### src/rtl/ffd_pkg.sv
// ----------------------------------------------------------------------------
// ffd_pkg: shared types and codes of the frame field decoder
// Register indexes, status and format codes, the configuration bundle and
// the decoded-result bundle that travels from the capture stage to scaling.
// ----------------------------------------------------------------------------
package ffd_pkg;

   // configuration port
   localparam int CSR_IDX_W  = 3;
   localparam int CSR_DATA_W = 32;

   localparam logic [CSR_IDX_W-1:0] CSR_PREFIX_BYTES  = 3'd0;
   localparam logic [CSR_IDX_W-1:0] CSR_PREFIX_LENGTH = 3'd1;
   localparam logic [CSR_IDX_W-1:0] CSR_FIELD_OFFSET  = 3'd2;
   localparam logic [CSR_IDX_W-1:0] CSR_FIELD_LENGTH  = 3'd3;
   localparam logic [CSR_IDX_W-1:0] CSR_FIELD_FORMAT  = 3'd4;
   localparam logic [CSR_IDX_W-1:0] CSR_BIT_MASK      = 3'd5;
   localparam logic [CSR_IDX_W-1:0] CSR_BIT_SHIFT     = 3'd6;
   localparam logic [CSR_IDX_W-1:0] CSR_SCALE_FACTOR  = 3'd7;

   // result status codes
   localparam logic [1:0] STAT_OK        = 2'd0;
   localparam logic [1:0] STAT_MISMATCH  = 2'd1;
   localparam logic [1:0] STAT_BAD_FIELD = 2'd2;
   localparam logic [1:0] STAT_BAD_FMT   = 2'd3;

   // field formats
   localparam logic [3:0] FMT_U8       = 4'd0;
   localparam logic [3:0] FMT_I8       = 4'd1;
   localparam logic [3:0] FMT_U16LE    = 4'd2;
   localparam logic [3:0] FMT_U16BE    = 4'd3;
   localparam logic [3:0] FMT_I16LE    = 4'd4;
   localparam logic [3:0] FMT_I16BE    = 4'd5;
   localparam logic [3:0] FMT_ASCII    = 4'd6;
   localparam logic [3:0] FMT_BCD      = 4'd7;
   localparam logic [3:0] FMT_BITFIELD = 4'd8;

   // reset values
   localparam logic [3:0]         FIELD_LENGTH_RST = 4'd1;
   localparam logic signed [31:0] SCALE_ONE        = 32'sd65536;

   typedef struct packed {
      logic [31:0]        prefix_bytes;
      logic [2:0]         prefix_length;
      logic [7:0]         field_offset;
      logic [3:0]         field_length;
      logic [3:0]         field_format;
      logic [31:0]        bit_mask;
      logic [4:0]         bit_shift;
      logic signed [31:0] scale_factor;
   } cfg_type;

   typedef struct packed {
      logic [1:0]         status;
      logic               has_number;
      logic signed [63:0] raw_value;
      logic signed [31:0] scale_factor;
   } dec_result_type;

endpackage

### src/rtl/ffd_capture.sv
// ----------------------------------------------------------------------------
// ffd_capture: per-byte frame tracking and field decode
// Tracks byte position, prefix match, captured field bytes and a running
// BCD value. On the last byte of a frame it decodes the field and loads the
// result register toward the scaling pipeline.
// ----------------------------------------------------------------------------
module ffd_capture #(
   parameter int FRAME_LIMIT     = 256,
   parameter int MAX_FIELD_BYTES = 8
) (
   input  logic                   clock,
   input  logic                   reset,
   input  ffd_pkg::cfg_type       cfg,
   input  logic                   req_valid,
   output logic                   req_stall,
   input  logic [7:0]             req_data_byte,
   input  logic                   req_end_of_frame,
   output logic                   dec_valid,
   output ffd_pkg::dec_result_type dec,
   input  logic                   dec_ready
);
   import ffd_pkg::*;

   localparam int POS_W = $clog2(FRAME_LIMIT + 1);
   localparam int CNT_W = $clog2(MAX_FIELD_BYTES + 1);
   localparam int CMP_W = ((POS_W > 9) ? POS_W : 9) + 1;

   logic [POS_W-1:0] pos_ff, pos_in;
   logic             match_ff, match_in;
   logic [31:0]      acc_ff, acc_in;
   logic [CNT_W-1:0] cnt_ff, cnt_in;
   logic [63:0]      bcd_ff, bcd_in;
   logic             dec_valid_ff;
   dec_result_type   dec_ff, dec_in;

   logic             accept;
   logic             in_frame;
   logic [2:0]       plen;
   logic [CMP_W-1:0] pos_ext, off_ext, end_ext;
   logic             take;
   logic             mismatch;
   logic [7:0]       digit;
   logic [1:0]       need;
   logic [7:0]       b0, b1;
   logic [31:0]      bitfield;
   logic [63:0]      raw;
   logic [1:0]       status;
   logic             has_num;

   assign req_stall = dec_valid_ff && !dec_ready;
   assign accept    = req_valid && !req_stall;
   assign dec_valid = dec_valid_ff;
   assign dec       = dec_ff;

   // position, prefix compare and capture window
   assign in_frame = pos_ff < POS_W'(FRAME_LIMIT);
   assign plen     = (cfg.prefix_length > 3'd4) ? 3'd4 : cfg.prefix_length;
   assign pos_ext  = CMP_W'(pos_ff);
   assign off_ext  = CMP_W'(cfg.field_offset);
   assign end_ext  = off_ext + CMP_W'(cfg.field_length);
   assign take     = in_frame && (pos_ext >= off_ext) && (pos_ext < end_ext) &&
                     (32'(cnt_ff) < 32'(MAX_FIELD_BYTES));
   assign mismatch = in_frame && (pos_ext < CMP_W'(plen)) &&
                     (cfg.prefix_bytes[{pos_ff[1:0], 3'b000} +: 8] != req_data_byte);

   // packed BCD digit pair, nibbles used at binary weight
   assign digit = {1'b0, req_data_byte[7:4], 3'b000} +
                  {3'b000, req_data_byte[7:4], 1'b0} +
                  {4'b0000, req_data_byte[3:0]};

   // next frame state
   always_comb begin
      pos_in   = in_frame ? pos_ff + POS_W'(1) : pos_ff;
      match_in = match_ff && !mismatch;
      cnt_in   = take ? cnt_ff + CNT_W'(1) : cnt_ff;
      acc_in   = acc_ff;
      if (take && (32'(cnt_ff) < 32'd4)) begin
         acc_in[{cnt_ff[1:0], 3'b000} +: 8] = req_data_byte;
      end
      // running value times 100 plus the new digit pair
      bcd_in = take ? ({bcd_ff[57:0], 6'b0} + {bcd_ff[58:0], 5'b0} +
                       {bcd_ff[61:0], 2'b0} + {56'b0, digit})
                    : bcd_ff;
   end

   // bytes the format needs
   always_comb begin
      case (cfg.field_format) inside
         FMT_U8, FMT_I8:                           need = 2'd1;
         FMT_U16LE, FMT_U16BE, FMT_I16LE, FMT_I16BE: need = 2'd2;
         default:                                  need = 2'd0;
      endcase
   end

   // status in priority order
   always_comb begin
      if (!match_in || (CMP_W'(pos_in) < CMP_W'(plen))) begin
         status = STAT_MISMATCH;
      end else if ((end_ext > CMP_W'(pos_in)) ||
                   (32'(cfg.field_length) > 32'(MAX_FIELD_BYTES)) ||
                   (CMP_W'(cnt_in) != CMP_W'(cfg.field_length))) begin
         status = STAT_BAD_FIELD;
      end else if (cfg.field_format > FMT_BITFIELD) begin
         status = STAT_BAD_FMT;
      end else if (cfg.field_length < {2'b00, need}) begin
         status = STAT_BAD_FIELD;
      end else begin
         status = STAT_OK;
      end
   end

   // field value by format
   assign b0       = acc_in[7:0];
   assign b1       = acc_in[15:8];
   assign bitfield = (cfg.bit_mask != 32'd0) ? ((acc_in & cfg.bit_mask) >> cfg.bit_shift)
                                             : acc_in;

   always_comb begin
      case (cfg.field_format)
         FMT_U8:       raw = {56'b0, b0};
         FMT_I8:       raw = {{56{b0[7]}}, b0};
         FMT_U16LE:    raw = {48'b0, b1, b0};
         FMT_U16BE:    raw = {48'b0, b0, b1};
         FMT_I16LE:    raw = {{48{b1[7]}}, b1, b0};
         FMT_I16BE:    raw = {{48{b0[7]}}, b0, b1};
         FMT_BCD:      raw = bcd_in;
         FMT_BITFIELD: raw = {32'b0, bitfield};
         default:      raw = 64'd0;
      endcase
   end

   assign has_num = (status == STAT_OK) && (cfg.field_format != FMT_ASCII);

   always_comb begin
      dec_in.status       = status;
      dec_in.has_number   = has_num;
      dec_in.raw_value    = has_num ? raw : 64'sd0;
      dec_in.scale_factor = cfg.scale_factor;
   end

   // frame state, cleared after every last byte
   always_ff @(posedge clock) begin
      if (reset) begin
         pos_ff   <= '0;
         match_ff <= 1'b1;
         acc_ff   <= '0;
         cnt_ff   <= '0;
         bcd_ff   <= '0;
      end else if (accept) begin
         if (req_end_of_frame) begin
            pos_ff   <= '0;
            match_ff <= 1'b1;
            acc_ff   <= '0;
            cnt_ff   <= '0;
            bcd_ff   <= '0;
         end else begin
            pos_ff   <= pos_in;
            match_ff <= match_in;
            acc_ff   <= acc_in;
            cnt_ff   <= cnt_in;
            bcd_ff   <= bcd_in;
         end
      end
   end

   // decoded result register
   always_ff @(posedge clock) begin
      if (reset) begin
         dec_valid_ff <= 1'b0;
      end else if (!req_stall) begin
         dec_valid_ff <= accept && req_end_of_frame;
      end
   end

   always_ff @(posedge clock) begin
      if (!req_stall) begin
         dec_ff <= dec_in;
      end
   end

endmodule

### config.mk
export PLATFORM = sky130hd
export DESIGN_NAME = ffd_capture
export DESIGN_NICKNAME = d
export VERILOG_FILES = /design/src/rtl/ffd_pkg.sv /design/src/rtl/ffd_capture.sv
export SDC_FILE = /design/constraint.sdc
export NUM_CORES = 1
export LEC_CHECK = 0
export BUFFER_PORTS_ARGS = -buffer_cell sky130_fd_sc_hd__buf_2
export CORE_ASPECT_RATIO = 1.25
export CORE_UTILIZATION = 60
export DETAILED_ROUTE_END_ITERATION = 7
export MAX_ROUTING_LAYER = met4
export PLACE_DENSITY = 0.82
export SETUP_SLACK_MARGIN = 0.2
export SYNTH_ARGS = -nofsm -noshare
export SYNTH_HDL_FRONTEND = slang
export SYNTH_SLANG_ARGS = --single-unit
### constraint.sdc
create_clock -name clock -period 6.82 [get_ports clock]
set_input_delay 1.364 -clock clock [delete_from_list [all_inputs] [get_ports clock]]
set_output_delay 1.364 -clock clock [all_outputs]
set_load 0.005 [all_outputs]
==> Yosys cells after proc, flatten, opt, wreduce, memory -nomap -nowiden <==
Index checks and enable logic that the tools add are counted.
{ "totals": {"ff_bits": 210, "word_cells": 88, "output_inout_bits": 101, "input_bits": 133} }
{ "op_classes": {"muxes": 19, "addsub": 9, "n_shift": 4, "bitwise_logic": 1, "n_eq_ne": 10, "n_lt_le_gt_ge": 12, "n_reduce_logical": 23} }
{ "ops": {"columns": ["operator", "count"], "rows": [
  ["$pmux 64 s8", 1],
  ["$add 64x64->64", 2],
  ["$mux 64", 2],
  ["$mux 32", 3],
  ["$add 64x8->64", 1],
  ["$and 32x32->32", 1],
  ["$bwmux 32", 1],
  ["$reduce_bool 32->1", 1],
  ["$shift 8x7->32 const A", 1],
  ["$shiftx 32x6->8", 1],
  ["$shiftx 8x7->32", 1],
  ["$shr 32x5->32", 1],
  ["$lt 9x3->1", 2],
  ["$mux 9", 2],
  ["$eq 4x3->1 const B", 3],
  ["$mux 2", 6],
  ["$logic_and 1x1->1", 11],
  ["$add 8x4->9", 1],
  ["$add 9x1->9 const B", 1],
  ["$ge 9x8->1", 1],
  ["$gt 9x9->1", 1],
  ["$lt 9x9->1", 1],
  ["$lt 9x9->1 const B", 1],
  ["$add 7x5->8", 1],
  ["23 further kinds", 31]
]} }

==> Depth between registers and ports, before layout <==
Gate-level depths: netlist of run 1.
{ "logic_depth": {"depth_word": 12, "mapped_depth": 24, "depth_no_buf": 21} }

==> Worst setup path after synthesis of run 1 <==
Ideal clock, no wire load.
{ "synth_timing": {"kind": "input -> register", "startpoint": "input cfg[73] (netlist bit)", "endpoint": "register dec_ff (netlist bit dec[54]), data pin", "required_time_ns": 6.653, "path_buffers": 2, "slack_ns": 1.398, "setup_time_ns": 0.167, "cell_stages": 23, "arrival_ns": 5.255, "path_cell_list": "ha_1 -> inv_1 -> fa_1 -> nor2b_1 -> o21ai_0 -> nand2b_1 -> and3_1 -> xnor2_1 -> inv_1 -> ha_1 -> a21oi_1 -> nor2b_1 -> o21ai_0 -> and3_1 -> buf_4 -> and3_1 -> buf_4 -> mux2i_1 -> o32a_1 -> mux4_2 -> or2_1 -> o2111a_1 -> a211oi_1"} }
{ "synth_via": {"elab_chain_len": 11, "word_cells_on_any_way": 24, "classes_between": "1 x add/sub; 4 x order compare; 1 x eq/ne; 1 x shift; 9 x mux; 1 x bitwise; 7 x reduce/logical"} }
{ "synth_lines": {"columns": ["element", "line_no", "source"], "rows": [
  ["start, declared", "ffd_capture.sv:13", "input ffd_pkg::cfg_type cfg,"],
  ["parallel branches: the longest is 11 deep, another holds $add 8x4->9", null, null],
  ["end signal, assigned", "ffd_capture.sv:177", "dec_ff <= dec_in;"],
  ["end, declared", "ffd_capture.sv:34", "dec_result_type dec_ff, dec_in;"]
]} }
Several ways; the timed one is not identified.
A chain may end at the register's enable or synchronous reset.

==> Final worst setup path of run 1 <==
{ "layout_timing": {"startpoint": "input cfg[73] (netlist bit)", "endpoint": "register dec_ff (netlist bit dec[37]), data pin"} }
Same word-level chain as after synthesis.

==> reports/results.txt, run 1 <==
worst-path fanout max - 11
CTS buffer count - 24
RSZ-0062 raised after global routing - false
CP cell instances - buf_2, ha_1, inv_1, fa_1, nor2b_1, o21ai_0, nand2b_1, and3_1, xnor2_1, inv_1, ha_1, a21oi_1, nor2b_1, o21ai_0, and3_1, nand3_1, buf_4, o31ai_1, mux2i_1, o211ai_1, o31ai_1, o32ai_1
dpl hpwl - 57700 um
dpl cells - 2867
Hold WS - 0.494 ns
die area - 32700 um2
Post-Syn Nets - 2675
critical path type - in -> reg
Die H - 202 um
fin cells - 2914
Slew Viols, Final - 0
reg-to-reg slack, setup - 1.61 ns
Setup Skew - 0.0290 ns
root buffer cell - clkbuf_16
R2R cell count - 14
Vias/cell - 7.02
Pwr Density - 145 nW/um2
worst hold endpoint - bcd_ff[61]
FF+latch count, synth - 210
EDFF count, synth - 99
Filler cells - 2518
core area - 31200 um2
post-layout util - 69.2%
First-pass DRT Iterations - 8
area of the multi-input gates - 13200 um2
Worst Hold Path Cells - 2
clk sinks - 210
YS warnings - 0
synth unique cells - 82
Mean Syn Cell Area - 8.29 um2
largest net degree at the start of global routing - 71
top_reg_cell synth - dfxtp_1
final global-route overflow total - 0
first-pass GRT wire length - 114000 um
CTS tree - built
Mapped Cells - 2316
Peak VDD IR - 0.245 mV
fin crit period - 6.19 ns
Worst Hold Launch - bcd_ff[61]
Leak - 0.00925 uW
# port buffers - 233
Syn-to-layout area delta - 12.3%
sequential area share after synthesis - 27.1%
Worst-Skew Late Latency - 0.54 ns
via count - 20.5k
Rel. slew slack - 21.7%
CP Data Required Time - 7.15 ns
Post-CTS Hold Fix Bufs - 0
failing checks - design-rule violations
clk buf depth - 3
Worst-path clk slew - 0.06 ns
post-detailed-route count of antenna-violating nets - 0
Worst Hold Class - reg -> reg
Rows - 72
vias in the first global route - 19.5k
layout cell share with drive strength beyond 1 - 15.4%
Critical-path top delay cell - o31ai_1
CP Capture Type - flop
setup TNS - 0 ns
crit path DAT - 6.52 ns
routed wire length - 76600 um
initial antenna violation count - 3
Die Wd - 162 um
Reg-to-Reg Start - bcd_ff[0]
I/O pin count - 234
Final setup viols - 0
CP Launch Type - input pin
worst-margin pin slew - 1.16 ns
drt drc - 1
final layout net count - 2845
H-tree Lvls - 1
register area - 5190 um2
Final Hold Fails - 0
DRT iter0 DRCs - 3035
starting density of the core - 61.6%
Post-CTS Resized - 0
reg2reg end - dec[53]
status - finished with violations
Peak Freq - 162 MHz
Synth async-reset ratio - 0%
max cap viols - 0
GPL Wtd Cong - 1.12
total track usage - 47.0%
postcts setup bufs - 0
Mapped Area - 19200 um2
Final Cycle Share - 90.8%
critical path's largest stage delay - 0.72 ns
routed len/inst - 26.3 um
[registers in the layout, summed over array words and instances (netlist names)]
register   cells
dec_valid      1
acc_ff        32
match_ff       1
pos_ff         9
dec           99
cnt_ff         4
bcd_ff        64
[where the power goes]
group / leakage, uW / total (uW) / internal [uW] / switching, uW
clock network: 0.000397 / 1360 / 781 / 578
registers: 0.00202 / 1360 / 1340 / 15.4
logic: 0.00683 / 400 / 138 / 263
[how the worst max path moves through the flow]
stage            start  depth (start not counted)  endpoint  slack [ns]
5_1_grt        cfg[73]                         22   dec[37]        0.35
3_3_place_gp   cfg[73]                         22   dec[47]        0.37
3_5_place_dp   cfg[73]                         22   dec[37]        0.33
2_1_floorplan  cfg[73]                         23   dec[54]        1.40
4_1_cts        cfg[73]                         22   dec[37]        0.84
6_report       cfg[73]                         22   dec[37]        0.63
[critical path, delay by kind of cell]
kind,cells,cell delay [ns]
xor+xnor,1,0.16
compound gates,7,1.95
fa+ha+maj,3,0.88
simple gates,6,1.33
buf+inv,4,0.61
mux,1,0.23
[routing by layer]
metal	up-vias	track usage, %	routed length [um]
li1	8891	-	-
met1	9623	56.1	27400
met2	1562	72.8	34800
met3	393	8.58	8420
met4	0	30.1	5920
met5	-	-	0
[cell families after synthesis]
logic type	synth area share, %
simple gates	18.5
compound gates	23.7
fa+ha+maj	17.3
buf+inv	4.34
flops	27.1
mux	5.25
xor+xnor	3.79
[metrics by stage]
stage               setup slack [ns]  instance area [um2]  power [uW]
finish                         0.630                21600        3120
global route                   0.354                21600        3180
CTS                            0.842                21600        3090
detailed placement             0.329                20700        1770
global placement               0.371                20700        1760
floorplan                       1.40                19200        1590
[final cells by class]
type	count	share of cell area, %
Inverter	69	1.20
Clock buffer	29	3.11
Timing Repair Buffer	287	7.36
Sequential cell	210	24.1
Tap cell	407	2.36
Antenna cell	3	0.0348
Clock inverter	15	0.673
Multi-Input combinational cell	1894	61.2
[cells in the final DEF, fill, tap and decap left out, types with 29 or more instances in the layout]
cell type  count
a21o_1        30
a22oi_1       70
o211ai_1      29
inv_1         64
mux2i_1       49
nand2_1      216
and3_1        33
ha_1         161
fa_1          65
buf_2        232
xnor2_1       61
buf_4         54
nand3_1       90
nor3_1        36
a21oi_1      222
dfxtp_1      111
a31oi_1       48
nor2_1       279
o21ai_0      138
edfxtp_1      99
[cells in the mapped netlist, types with 18 or more instances]
cell type / number / area [um2]
and3_1: 33 / 206
a221oi_1: 18 / 158
a21oi_1: 222 / 1110
xor2_1: 22 / 193
a22oi_1: 70 / 526
a21o_1: 30 / 225
inv_1: 64 / 240
nor2_1: 281 / 1050
clkbuf_1: 118 / 443
o22ai_1: 19 / 119
ha_1: 161 / 2010
a211oi_1: 18 / 135
mux2_2: 24 / 270
mux2i_1: 49 / 490
xnor2_1: 61 / 534
nand2_1: 217 / 815
nand4_1: 26 / 163
a31oi_1: 48 / 300
edfxtp_1: 99 / 2970
o21ai_0: 139 / 696
nor3_1: 36 / 180
o21bai_1: 18 / 135
o211ai_1: 29 / 218
fa_1: 65 / 1300
dfxtp_1: 111 / 2220
nand3_1: 90 / 450
No activity file was read; power rests on OpenSTA's default activity.
==> inputs of run 2 (changes only) <==
--- a/config.mk
+++ b/config.mk
@@ -8,6 +8,7 @@
 export BUFFER_PORTS_ARGS = -buffer_cell sky130_fd_sc_hd__buf_2
 export CORE_ASPECT_RATIO = 1.25
 export CORE_UTILIZATION = 60
+export CTS_BUF_LIST = sky130_fd_sc_hd__clkbuf_16
 export DETAILED_ROUTE_END_ITERATION = 7
 export MAX_ROUTING_LAYER = met4
 export PLACE_DENSITY = 0.82
==> reports/results.txt, run 2 (same netlist as run 1, synthesis figures left out) <==
Pwr Total - 3080 uW
crit path capture - dec[37]
first-pass GRT wire length - 114000 um
register area - 5190 um2
CP cell instances - buf_2, ha_1, inv_1, fa_1, nor2b_1, o21ai_0, nand2b_1, and3_1, xnor2_1, inv_1, ha_1, a21oi_1, nor2b_1, o21ai_0, and3_1, nand3_1, buf_4, o31ai_1, mux2i_1, o211ai_1, o31ai_1, o32ai_1
DRT iter0 DRCs - 3043
Rel. slew slack - 18.2%
Setup Skew - 0.0227 ns
Die Wd - 162 um
worst-margin pin slew - 1.21 ns
Logic pwr share - 13.0%
CP Launch Type - input pin
reg-to-reg slack, setup - 1.57 ns
drt drc - 0
total track usage - 47.0%
GPL Wtd Cong - 1.12
Syn-to-layout area delta - 12.2%
Pwr Density - 143 nW/um2
CP Capture Type - flop
routed len/inst - 26.3 um
sw frac - 27.7%
Worst path top cell family by delay - compound AO/OA/AOI/OAI gates
R2R cell count - 14
die area - 32700 um2
Peak Freq - 161 MHz
core area - 31200 um2
clk sinks - 210
CTS buffer count - 24
area of the multi-input gates - 13200 um2
CP startpoint - cfg[73]
largest net degree at the start of global routing - 71
routed wire length - 76500 um
Worst Path Buf+Inv - 4
stages on the worst setup path - 22
setup TNS - 0 ns
Post-CTS Resized - 0
internal power - 2230 uW
final global-route overflow total - 0
Worst-path clk slew - 0.06 ns
clk buf depth - 3
worst-path fanout max - 11
dpl hpwl - 57700 um
max cap viols - 0
Filler cells - 2519
critical path's largest stage delay - 0.72 ns
Final setup viols - 0
crit path DAT - 6.54 ns
Die H - 202 um
CP Data Required Time - 7.15 ns
CTS tree - built
Final Cycle Share - 91.0%
leading cell type in the layout, fill and taps excluded - nor2_1
most frequent cells in the layout - 279 x nor2_1, 232 x buf_2, 222 x a21oi_1, 216 x nand2_1, 161 x ha_1
Worst Hold Class - reg -> reg
status - complete, no violations
initial antenna violation count - 3
Critical-path top delay cell - o31ai_1
First-pass DRT Iterations - 7
Slew Viols, Final - 0
Vias/cell - 7.01
H-tree Lvls - 1
layout cell share with drive strength beyond 1 - 15.3%
vias in the first global route - 19.5k
Flop pwr share - 44.1%
Clk pwr share - 42.9%
RSZ-0062 raised after global routing - false
Peak VDD IR - 0.245 mV
Final Hold Fails - 0
via count - 20.4k
Worst-Skew Late Latency - 0.54 ns
critical path type - in -> reg
final layout net count - 2845
reg2reg end - dec[53]
Leak - 0.00924 uW
root buffer cell - clkbuf_16
P_sw - 854 uW
max reg flops - 99
post-detailed-route count of antenna-violating nets - 0
Post-CTS Hold Fix Bufs - 0
postcts setup bufs - 0
I/O pin count - 234
# port buffers - 233
Rows - 72
starting density of the core - 61.6%
Reg-to-Reg Start - bcd_ff[0]
fin crit period - 6.21 ns
## run 2: worst min path at each step
stage	startpoint	to	slack [ns]	cells after the start
after detailed placement	bcd_ff[61]	bcd_ff[61]	0.48	2
final	bcd_ff[61]	bcd_ff[61]	0.49	2
after floorplan	match_ff	match_ff	0.44	2
after global routing	bcd_ff[62]	bcd_ff[62]	0.53	2
after CTS	bcd_ff[61]	bcd_ff[61]	0.49	2
after global placement	match_ff	match_ff	0.45	2
## run 2: worst reg2reg max path: cells and delay by family, from the launching register on
family | cells | cell delay, ns
AO/OA/AOI/OAI | 8 | 2.62
XOR/XNOR | 1 | 0.23
adder cells (fa/ha/maj) | 4 | 1.53
buffers and inverters | 1 | 0.18
flip-flops | 1 | 0.39
## run 2: layer usage
metal | share of wire [%] | GRT usage, % | up-vias
met5 | 0 | - | -
met4 | 7.8 | 30.1 | 0
met3 | 11 | 8.60 | 397
met2 | 45 | 72.7 | 1523
met1 | 36 | 56.3 | 9597
li1 | - | - | 8901
## run 2: final cells by class
class / instances / share of cell area, %
antenna: 3 / 0.0349
clock buffer: 25 / 2.91
clock inverter: 19 / 0.744
inverter: 69 / 1.20
multi-input combinational: 1894 / 61.3
sequential: 210 / 24.1
tap: 407 / 2.37
timing repair buffer: 287 / 7.37
## run 2: stage by stage
step	utilization, %	cells	hold WS, ns	setup WS [ns]	instance area, um2
2_1_floorplan	-	2316	0.439	1.40	19200
3_3_place_gp	66.5	2867	0.452	0.371	20700
3_5_place_dp	66.5	2867	0.484	0.329	20700
4_1_cts	69.1	2911	0.493	0.842	21500
5_1_grt	69.1	2914	0.531	0.388	21500
6_report	69.1	2914	0.493	0.612	21500
## run 2: power by group through the flow
stage / sequential, uW / combinational, uW / clock [uW]
2_1_floorplan: 1380 / 209 / 0
3_3_place_gp: 1380 / 377 / 0
3_5_place_dp: 1390 / 384 / 0
4_1_cts: 1360 / 386 / 1310
5_1_grt: 1360 / 424 / 1360
6_report: 1360 / 402 / 1320
